--- config.mk ---
export PLATFORM = sky130hd
export DESIGN_NAME = prescaled_compare_timer
export DESIGN_NICKNAME = d
export VERILOG_FILES = /design/src/hw/rtl/pct_pkg.sv /design/src/hw/rtl/pct_tick.sv /design/src/hw/rtl/prescaled_compare_timer.sv
export SDC_FILE = /design/constraint.sdc
export NUM_CORES = 1
export LEC_CHECK = 0
export BUFFER_PORTS_ARGS = -buffer_cell sky130_fd_sc_hd__buf_2
export CORE_UTILIZATION = 30
export CTS_CLUSTER_SIZE = 20
export DETAILED_ROUTE_END_ITERATION = 6
export HOLD_SLACK_MARGIN = 0.08
export SYNTH_ARGS = -nofsm -noshare
export SYNTH_HDL_FRONTEND = slang
export SYNTH_SLANG_ARGS = --single-unit
--- constraint.sdc ---
create_clock -name clk -period 4.4 [get_ports clk]
set_input_delay 0.66 -clock clk [delete_from_list [all_inputs] [get_ports clk]]
set_output_delay 0.66 -clock clk [all_outputs]
set_load 0.02 [all_outputs]
--- src/hw/rtl/pct_pkg.sv ---
// pct_pkg: shared types and constants for the prescaled compare timer.
// Used by pct_tick, prescaled_compare_timer and pct_checker; no dependencies.
`default_nettype none

package pct_pkg;

  // Operation codes
  localparam logic [1:0] OP_TICK  = 2'd0;
  localparam logic [1:0] OP_READ  = 2'd1;
  localparam logic [1:0] OP_WRITE = 2'd2;

  // Register select codes
  localparam logic [2:0] SEL_CTRL     = 3'd0;
  localparam logic [2:0] SEL_RELOAD   = 3'd1;
  localparam logic [2:0] SEL_CMP0     = 3'd2;
  localparam logic [2:0] SEL_CMP1     = 3'd3;
  localparam logic [2:0] SEL_PRESCALE = 3'd4;
  localparam logic [2:0] SEL_COUNT    = 3'd5;
  localparam logic [2:0] SEL_IRQ      = 3'd6;

  localparam int unsigned PRESCALE_W = 24;

  localparam logic [31:0] CTRL_RESET = 32'h0000_7fff;

  // Control register bits
  localparam int unsigned CTRL_EN_COUNT = 24;
  localparam int unsigned CTRL_LOADZERO = 25;
  localparam int unsigned CTRL_LDM0     = 28;
  localparam int unsigned CTRL_LDM1     = 29;

  // IRQ register bits
  localparam logic [31:0] STAT_MASK      = 32'h0000_3f00;
  localparam int unsigned IRQ_ST_CMP0    = 8;
  localparam int unsigned IRQ_ST_CMP1    = 9;
  localparam int unsigned IRQ_ST_PEND    = 11;
  localparam int unsigned IRQ_EN_CMP0    = 16;
  localparam int unsigned IRQ_EN_CMP1    = 17;
  localparam int unsigned IRQ_EN_PEND    = 19;
  localparam int unsigned IRQ_CLEARMODE  = 31;

  // Timer state touched by a tick
  typedef struct packed {
    logic [PRESCALE_W-1:0] prescale;
    logic [31:0]           count;
    logic [31:0]           irq;
  } tick_upd_t;

endpackage

`default_nettype wire

--- src/hw/rtl/pct_tick.sv ---
// pct_tick: next-state logic for one counter-clock tick (prescaler, main
// counter, status bits). Depends on pct_pkg.
`default_nettype none

module pct_tick (
  input  wire logic [31:0]         ctrl,
  input  wire logic [31:0]         cmp0,
  input  wire logic [31:0]         cmp1,
  input  wire pct_pkg::tick_upd_t  cur,
  output pct_pkg::tick_upd_t       upd
);

  logic [pct_pkg::PRESCALE_W-1:0] limit;
  logic [31:0]                    count_inc;

  assign limit     = ctrl[pct_pkg::PRESCALE_W-1:0];
  assign count_inc = cur.count + 32'd1;

  always_comb begin
    upd = cur;
    if (ctrl[pct_pkg::CTRL_EN_COUNT]) begin
      if (cur.prescale < limit) begin
        upd.prescale = cur.prescale + {{(pct_pkg::PRESCALE_W-1){1'b0}}, 1'b1};
      end else begin
        upd.prescale = '0;
        upd.count    = count_inc;
        if (cur.irq[pct_pkg::IRQ_EN_PEND]) begin
          upd.irq[pct_pkg::IRQ_ST_PEND] = 1'b1;
        end
        if (cur.irq[pct_pkg::IRQ_EN_CMP0] && (count_inc == cmp0)) begin
          upd.irq[pct_pkg::IRQ_ST_CMP0] = 1'b1;
        end
        if (cur.irq[pct_pkg::IRQ_EN_CMP1] && (count_inc == cmp1)) begin
          upd.irq[pct_pkg::IRQ_ST_CMP1] = 1'b1;
        end
      end
    end
  end

endmodule

`default_nettype wire

--- src/hw/rtl/prescaled_compare_timer.sv ---
// prescaled_compare_timer: top level, register file and result register.
// Depends on pct_pkg and pct_tick.
`default_nettype none

// A 32-bit timer with a 24-bit prescaler and two compare interrupts behind
// seven registers. Each input item is either a counter-clock tick, a
// register read or a register write, and yields exactly one result item
// carrying the read data (zero unless reading), the interrupt line level
// after the item, and a flag for a rejected control write (load-mode bits
// 25, 28 or 29 set). The block takes one item per clock cycle when not
// stalled; the result appears next cycle in a single output register. The
// input is stalled only while that register holds an item the receiver
// is stalling, so a drained result and a new item move in the same cycle.
// All register state updates happen at the edge an item is accepted.
module prescaled_compare_timer (
  input  wire logic        clk,
  input  wire logic        rst_n,
  // item input
  input  wire logic        in_valid,
  output      logic        in_stall,
  input  wire logic [1:0]  in_operation,
  input  wire logic [2:0]  in_reg_select,
  input  wire logic [31:0] in_write_data,
  // result output
  output      logic        out_valid,
  input  wire logic        out_stall,
  output      logic [31:0] out_read_data,
  output      logic        out_irq_out,
  output      logic        out_mode_error
);

  logic in_acc;

  // Architectural registers
  logic [31:0]                    ctrl_r,     ctrl_nxt;
  logic [31:0]                    reload_r,   reload_nxt;
  logic [31:0]                    cmp0_r,     cmp0_nxt;
  logic [31:0]                    cmp1_r,     cmp1_nxt;
  logic [pct_pkg::PRESCALE_W-1:0] prescale_r, prescale_nxt;
  logic [31:0]                    count_r,    count_nxt;
  logic [31:0]                    irq_r,      irq_nxt;

  // Result register
  logic        out_valid_r;
  logic [31:0] rd_r, rd_nxt;
  logic        irq_line_r, irq_line_nxt;
  logic        err_r, err_nxt;

  pct_pkg::tick_upd_t tick_cur, tick_upd;

  // Output register frees up when empty or being drained this cycle.
  assign in_stall = out_valid_r & out_stall;
  assign in_acc   = in_valid & ~in_stall;

  assign tick_cur.prescale = prescale_r;
  assign tick_cur.count    = count_r;
  assign tick_cur.irq      = irq_r;

  pct_tick u_tick (
    .ctrl (ctrl_r),
    .cmp0 (cmp0_r),
    .cmp1 (cmp1_r),
    .cur  (tick_cur),
    .upd  (tick_upd)
  );

  always_comb begin
    ctrl_nxt     = ctrl_r;
    reload_nxt   = reload_r;
    cmp0_nxt     = cmp0_r;
    cmp1_nxt     = cmp1_r;
    prescale_nxt = prescale_r;
    count_nxt    = count_r;
    irq_nxt      = irq_r;
    rd_nxt       = '0;
    err_nxt      = 1'b0;

    if (in_acc) begin
      case (in_operation)
        pct_pkg::OP_TICK: begin
          prescale_nxt = tick_upd.prescale;
          count_nxt    = tick_upd.count;
          irq_nxt      = tick_upd.irq;
        end
        pct_pkg::OP_READ: begin
          unique case (in_reg_select)
            pct_pkg::SEL_CTRL:     rd_nxt = ctrl_r;
            pct_pkg::SEL_RELOAD:   rd_nxt = reload_r;
            pct_pkg::SEL_CMP0:     rd_nxt = cmp0_r;
            pct_pkg::SEL_CMP1:     rd_nxt = cmp1_r;
            pct_pkg::SEL_PRESCALE: rd_nxt = {{(32-pct_pkg::PRESCALE_W){1'b0}}, prescale_r};
            pct_pkg::SEL_COUNT:    rd_nxt = count_r;
            pct_pkg::SEL_IRQ: begin
              rd_nxt = irq_r;
              // read-to-clear of status unless clear mode is set
              if (!irq_r[pct_pkg::IRQ_CLEARMODE]) begin
                irq_nxt = irq_r & ~pct_pkg::STAT_MASK;
              end
            end
            default:               rd_nxt = '0;
          endcase
        end
        pct_pkg::OP_WRITE: begin
          unique case (in_reg_select)
            pct_pkg::SEL_CTRL: begin
              if (in_write_data[pct_pkg::CTRL_LOADZERO] ||
                  in_write_data[pct_pkg::CTRL_LDM0] ||
                  in_write_data[pct_pkg::CTRL_LDM1]) begin
                err_nxt = 1'b1;
              end else begin
                ctrl_nxt  = in_write_data;
                count_nxt = '0;
              end
            end
            pct_pkg::SEL_RELOAD: begin
              reload_nxt = in_write_data;
              count_nxt  = '0;
            end
            pct_pkg::SEL_CMP0: cmp0_nxt = in_write_data;
            pct_pkg::SEL_CMP1: cmp1_nxt = in_write_data;
            pct_pkg::SEL_IRQ: begin
              // write-one-to-clear on status, plain storage elsewhere
              irq_nxt = (irq_r & ~in_write_data & pct_pkg::STAT_MASK) |
                        (in_write_data & ~pct_pkg::STAT_MASK);
            end
            default: ;
          endcase
        end
        default: ;
      endcase
    end

    irq_line_nxt = |(irq_nxt[13:8] & irq_nxt[21:16]);
  end

  always_ff @(posedge clk) begin
    if (!rst_n) begin
      ctrl_r      <= pct_pkg::CTRL_RESET;
      reload_r    <= '0;
      cmp0_r      <= '0;
      cmp1_r      <= '0;
      prescale_r  <= '0;
      count_r     <= '0;
      irq_r       <= '0;
      out_valid_r <= 1'b0;
    end else begin
      ctrl_r     <= ctrl_nxt;
      reload_r   <= reload_nxt;
      cmp0_r     <= cmp0_nxt;
      cmp1_r     <= cmp1_nxt;
      prescale_r <= prescale_nxt;
      count_r    <= count_nxt;
      irq_r      <= irq_nxt;
      if (in_acc) begin
        out_valid_r <= 1'b1;
      end else if (!out_stall) begin
        out_valid_r <= 1'b0;
      end
    end
  end

  // result payload, loaded only with an accepted item
  always_ff @(posedge clk) begin
    if (in_acc) begin
      rd_r       <= rd_nxt;
      irq_line_r <= irq_line_nxt;
      err_r      <= err_nxt;
    end
  end

  assign out_valid      = out_valid_r;
  assign out_read_data  = rd_r;
  assign out_irq_out    = irq_line_r;
  assign out_mode_error = err_r;

endmodule

`default_nettype wire

# Word-level counts from Yosys, hierarchy flattened
# Index checks and enable logic that the tools add are counted.
# word_totals
wordCells,83
inputBits,41
output_inout_bits,36
register_bits,251
# op_classes
n_reduce_logical,18
n_eq_ne,17
n_bitwise,10
muxes,22
order_cmp,1
addsub,2
# ops
operator,n
32-bit case mux with 7 select lines,1
32-bit 2-to-1 mux,6
32-bit case mux with 2 select lines,2
32-bit case mux with 3 select lines,1
32-bit equality test,2
32-bit by 1-bit adder with 32-bit output (second input constant),1
14-bit by 32-bit bitwise OR with 32-bit output,1
24-bit by 1-bit adder with 24-bit output (second input constant),1
24-bit < comparator,1
24-bit 2-to-1 mux,1
22-bit 2-to-1 mux,1
14-bit AND,1
14-bit NOT,1
3-bit AND reduction,4
5-bit AND reduction,2
3-bit equality test (second input constant),3
1-bit 2-to-1 mux,8
6-bit AND,1
3-bit by 2-bit equality test with 1-bit output (second input constant),2
2-bit != test (second input constant),3
6-bit AND reduction,1
6-bit OR reduction,1
2-bit 2-to-1 mux,2
2-bit by 1-bit != test with 1-bit output (second input constant),2
14 further kinds,21

# Longest topological paths before layout
# depth
depth_word,10
ltp_mapped,11
ltp_nobuf,10

# Hierarchy
# From an unflattened synthesis, not the netlist that was laid out.
# unflattened
hier_cells,1897
area_unflattened_um2,15592.5
# by_module_without_submodules
mod,area_each_um2,cells_per_inst,instances
prescaled_compare_timer,11335.9,1311,1
pct_tick,4256.6,586,1

# Least setup slack after synthesis
# Ideal clock, no wire load.
# synth_timing
path_type,input to register
startpoint,input in_valid
endpoint,register count_r[14]
arrival_ns,2.846
path_stages,7
required_time_ns,4.330
setup_time_ns,0.070
path_slack_ns,1.483
path_cell_list,a21bo_2 -> inv_1 -> nand3_1 -> or3_1 -> clkbuf_1 -> or4_1 -> a21oi_1
# synth_via
elab_chain_len,2
# synth_rtl
element,line,source
start: declaration,prescaled_compare_timer.sv:19,"input wire logic in_valid,"
1-bit AND,prescaled_compare_timer.sv:53,assign in_acc = in_valid & ~in_stall;
named net in_acc,prescaled_compare_timer.sv:32,logic in_acc;
6-bit AND reduction (no line),--,
end signal: assignment,prescaled_compare_timer.sv:152,count_r <= count_nxt;
end: declaration,prescaled_compare_timer.sv:40,"logic [31:0] count_r, count_nxt;"
# The timed path passes the listed nets, and every way through them passes these cells.
# A chain may end at the register's enable or synchronous reset.

# Worst setup path in the final report
# layout_timing
startpoint,register count_r[2]
endpoint,"register irq_line_r (netlist: out_irq_out), data pin"
# layout_via
elab_chain_len,10
elab_cells_between_ends,13
# layout_rtl
element,line,source
32-bit by 1-bit adder with 32-bit output *,pct_tick.sv:17,assign count_inc = cur.count + 32'd1;
"32-bit equality test, on equally long branches","pct_tick.sv:30, pct_tick.sv:33",
"1-bit logical AND, on equally long branches","pct_tick.sv:30, pct_tick.sv:33",
"1-bit 2-to-1 mux, on equally long branches","pct_tick.sv:30, pct_tick.sv:33",
2-bit 2-to-1 mux *,pct_tick.sv:22,if (cur.prescale < limit) begin
2-bit 2-to-1 mux *,pct_tick.sv:21,if (ctrl[pct_pkg::CTRL_EN_COUNT]) begin
32-bit case mux with 3 select lines *,prescaled_compare_timer.sv:79,case (in_operation)
22-bit 2-to-1 mux *,prescaled_compare_timer.sv:78,if (in_acc) begin
6-bit AND *,prescaled_compare_timer.sv:133,irq_line_nxt = |(irq_nxt[13:8] & irq_nxt[21:16]);
6-bit OR reduction *,prescaled_compare_timer.sv:133,
named net irq_line_nxt,prescaled_compare_timer.sv:46,"logic irq_line_r, irq_line_nxt;"
end signal: assignment,prescaled_compare_timer.sv:166,irq_line_r <= irq_line_nxt;
end: declaration,prescaled_compare_timer.sv:46,
# The timed path passes the listed nets; every way through them passes the cells marked *.

==> results.sh <==
export IMPL_cp_start_kind="flop"
export IMPL_p_leak_uw=0.00553
export IMPL_layout_drive_gt1_share=0.123
export IMPL_dp_hpwl_mm=37.4
export IMPL_maxCapViolations=0
export IMPL_antenna_found_initial=1
export IMPL_synth_edf_count=34
export IMPL_ir_drop_mv=0.263
export IMPL_max_freq_mhz=243
export IMPL_coreArea_um2=45300
export IMPL_status="completed"
export IMPL_async_reset_ff_frac=0
export IMPL_critPathCapture="out_irq_out$_DFFE_PP_"
export IMPL_fin_worst_skew_ns=0.00821
export IMPL_final_max_slew_violation_count=0
export IMPL_die_y_um=216
export IMPL_grt_pass1_vias=12400
export IMPL_synth_warnings=0
export IMPL_io_pins=77
export IMPL_synth_ff_type="dfxtp_1"
export IMPL_rrSetupSlack_ns=0.29
export IMPL_initial_core_util=0.303
export IMPL_reg2reg_depth=8
export IMPL_synth_cells=1677
export IMPL_synthTopCellsByArea="dfxtp_1, nand2_1, edfxtp_1"
export IMPL_crit_path_end_kind="flop"
export IMPL_setup_viol=0
export IMPL_hold_class="in -> reg"
export IMPL_clock_path_buffers=3
export IMPL_numCtsBuffers=28
export IMPL_die_x_um=216
export IMPL_cts_hold_buf=0
export IMPL_synth_distinct_cells=66
export IMPL_cts_resized=0
export IMPL_htreeDepth=1
export IMPL_synth_top_area_frac=0.316
export IMPL_worst_ep_required_time_ns=4.83
export IMPL_gp_congestion=0.936
export IMPL_final_core_util=0.347
export IMPL_yosysTopAreaCell="dfxtp_1"
export IMPL_routed_via_count=12900
export IMPL_clk_latency_ns=0.57
export IMPL_crit_type="reg -> reg"
export IMPL_hold_viol=0
export IMPL_grt_max_degree=76
export IMPL_port_buffer_count=76
export IMPL_die_area_um2=46600
export IMPL_antenna_cells=0
export IMPL_overflow=0
export IMPL_rsz0062_at_grt="false"
export IMPL_fin_crit_sh=0.935
export IMPL_yosysSeqAreaShare=0.391
export IMPL_ys_ff_latch=251
export IMPL_row_count=78
export IMPL_startpoint="count_r[2]$_SDFFE_PN0P_"
export IMPL_finalNonFillerCells=2324
export IMPL_dr_pass1_iters=6
export IMPL_ant_nets=0
export IMPL_r2r_start="count_r[2]$_SDFFE_PN0P_"
export IMPL_fin_crit_ns=4.11
export IMPL_drt_iter0_markers=1338
export IMPL_drc=0
export IMPL_crit_fanout=10
export IMPL_cts_setup_buffers=0
export IMPL_grt_pass1_wl_mm=78.8
export IMPL_r2r_end="out_irq_out$_DFFE_PP_"
export IMPL_area_delta_synth_final_pct=14.5
export IMPL_relSlewSlack=0.254
export IMPL_nNetsFinal=1774
export IMPL_cts_sinks=251
export IMPL_placedCellCount=2273
export IMPL_synth_area_um2=13700
export IMPL_wl_per_cell_um=22.6
export IMPL_tns_ns=0
export IMPL_tightest_slew_ns=1.11
export IMPL_finalWirelength_mm=52.6
export IMPL_synth_nets=1748
export IMPL_critPathArrivalTime_ns=4.54
export IMPL_post_drt_via_cell_ratio=5.57
export IMPL_cts_root_buffer="clkbuf_16"
export IMPL_tritoncts="built"
export IMPL_avgSynthCellArea_um2=8.19
export IMPL_p_per_area_nw_per_um2=328
export IMPL_grt_util_all_layers=0.222
export IMPL_clk_pin_slew_ns=0.07
worst min path at each step:
stage | slack, ns | to | startpoint | cells after the start
global placement | 0.44 | irq_r[28]$_SDFFE_PN0P_ | irq_r[28]$_SDFFE_PN0P_ | 2
floorplan | 0.43 | irq_r[14]$_SDFFE_PN0P_ | irq_r[14]$_SDFFE_PN0P_ | 2
detailed placement | 0.45 | reload_r[6]$_SDFFE_PN0P_ | reload_r[6]$_SDFFE_PN0P_ | 2
finish | 0.30 | out_valid$_SDFFE_PN0P_ | in_valid | 2
CTS | 0.29 | out_valid$_SDFFE_PN0P_ | in_valid | 2
global route | 0.31 | out_valid$_SDFFE_PN0P_ | in_valid | 2
critical path: stages, from the launching register on:
cell and delay [ns]:
dfxtp_1 0.58, nand4_1 0.35, or4_1 0.82, nor4_1 0.98, xnor3_1 0.25, nand2_1 0.10, nor4_1 0.52, nand4_1 0.23
nand4_1 0.15
state kept, by name, indices dropped and copies added, names as in the netlist:
register        cells
ctrl_r             32
reload_r           32
irq_r              32
cmp1_r             32
prescale_r         24
out_mode_error      1
cmp0_r             32
out_valid           1
out_read_data      32
out_irq_out         1
count_r            32
final cells by class:
cell class	instances	area, um^2
fill	4722	29600
clock inverter	14	149
sequential	251	5370
multi-input combinational	1257	7730
tap	600	751
clock buffer	37	796
timing repair buffer	127	791
inverter	38	145
cells in the final DEF (no fill, tap or decap), types with 14 or more instances in the layout:
| cell type | n |
|---|---|
| a211oi_1 | 14 |
| a22oi_1 | 14 |
| nand3_1 | 51 |
| clkbuf_16 | 29 |
| nand2_1 | 312 |
| nor2b_1 | 16 |
| mux2i_1 | 48 |
| o21ai_0 | 47 |
| and3_1 | 16 |
| edfxtp_1 | 34 |
| buf_2 | 75 |
| nor4_1 | 16 |
| nor3_1 | 26 |
| xnor2_1 | 49 |
| mux4_2 | 16 |
| ha_1 | 30 |
| xor2_1 | 32 |
| o211ai_1 | 34 |
| nor2_1 | 138 |
| mux2_2 | 14 |
| nand4_1 | 33 |
| a21oi_1 | 188 |
| inv_1 | 36 |
| dfxtp_1 | 217 |
| buf_4 | 50 |
power breakdown:
part	leakage [uW]	switching [uW]	internal, uW
sequential	0.00209	13.0	2350
clock	0.000460	1020	1440
combinational	0.00298	248	93.1
routing by layer:
layer  up-vias  track usage  share of wire
met4         2       0.0923          0.041
met3       136       0.0474          0.088
met2       613        0.350           0.45
met5         -            0        0.00025
met1      6217        0.294           0.42
li1       5970            -              -
cells in the mapped netlist (all sizes together), types with 30 or more instances:
| cell type | number |
|---|---|
| clkbuf | 105 |
| xor2 | 32 |
| ha | 30 |
| o21ai | 48 |
| nand2 | 312 |
| dfxtp | 217 |
| mux2i | 48 |
| xnor2 | 49 |
| o211ai | 34 |
| a21oi | 188 |
| nor2 | 139 |
| nand3 | 51 |
| nand4 | 35 |
| edfxtp | 34 |
| inv | 37 |
stage by stage:
step / hold slack, ns / power (uW) / worst slack, ns / area, um^2
after global placement: 0.438 / 2740 / 0.525 / 14800
final: 0.304 / 5160 / 0.287 / 15700
after global routing: 0.307 / 5300 / 0.140 / 15700
after floorplan: 0.432 / 2590 / 1.48 / 13700
after CTS: 0.285 / 5190 / 0.446 / 15700
after detailed placement: 0.446 / 2740 / 0.463 / 14800
kinds of logic (layout without fill, tap and decap cells):
family / Yosys count / in the layout / synth area share
AO/OA/AOI/OAI: 384 / 384 / 0.169
buffers and inverters: 169 / 216 / 0.0477
AND/OR/NAND/NOR: 672 / 672 / 0.221
XOR/XNOR: 93 / 93 / 0.0715
adder cells (fa/ha/maj): 30 / 30 / 0.0273
flip-flops: 251 / 251 / 0.391
multiplexers: 78 / 78 / 0.0727
No activity file was read; power rests on OpenSTA's default activity.
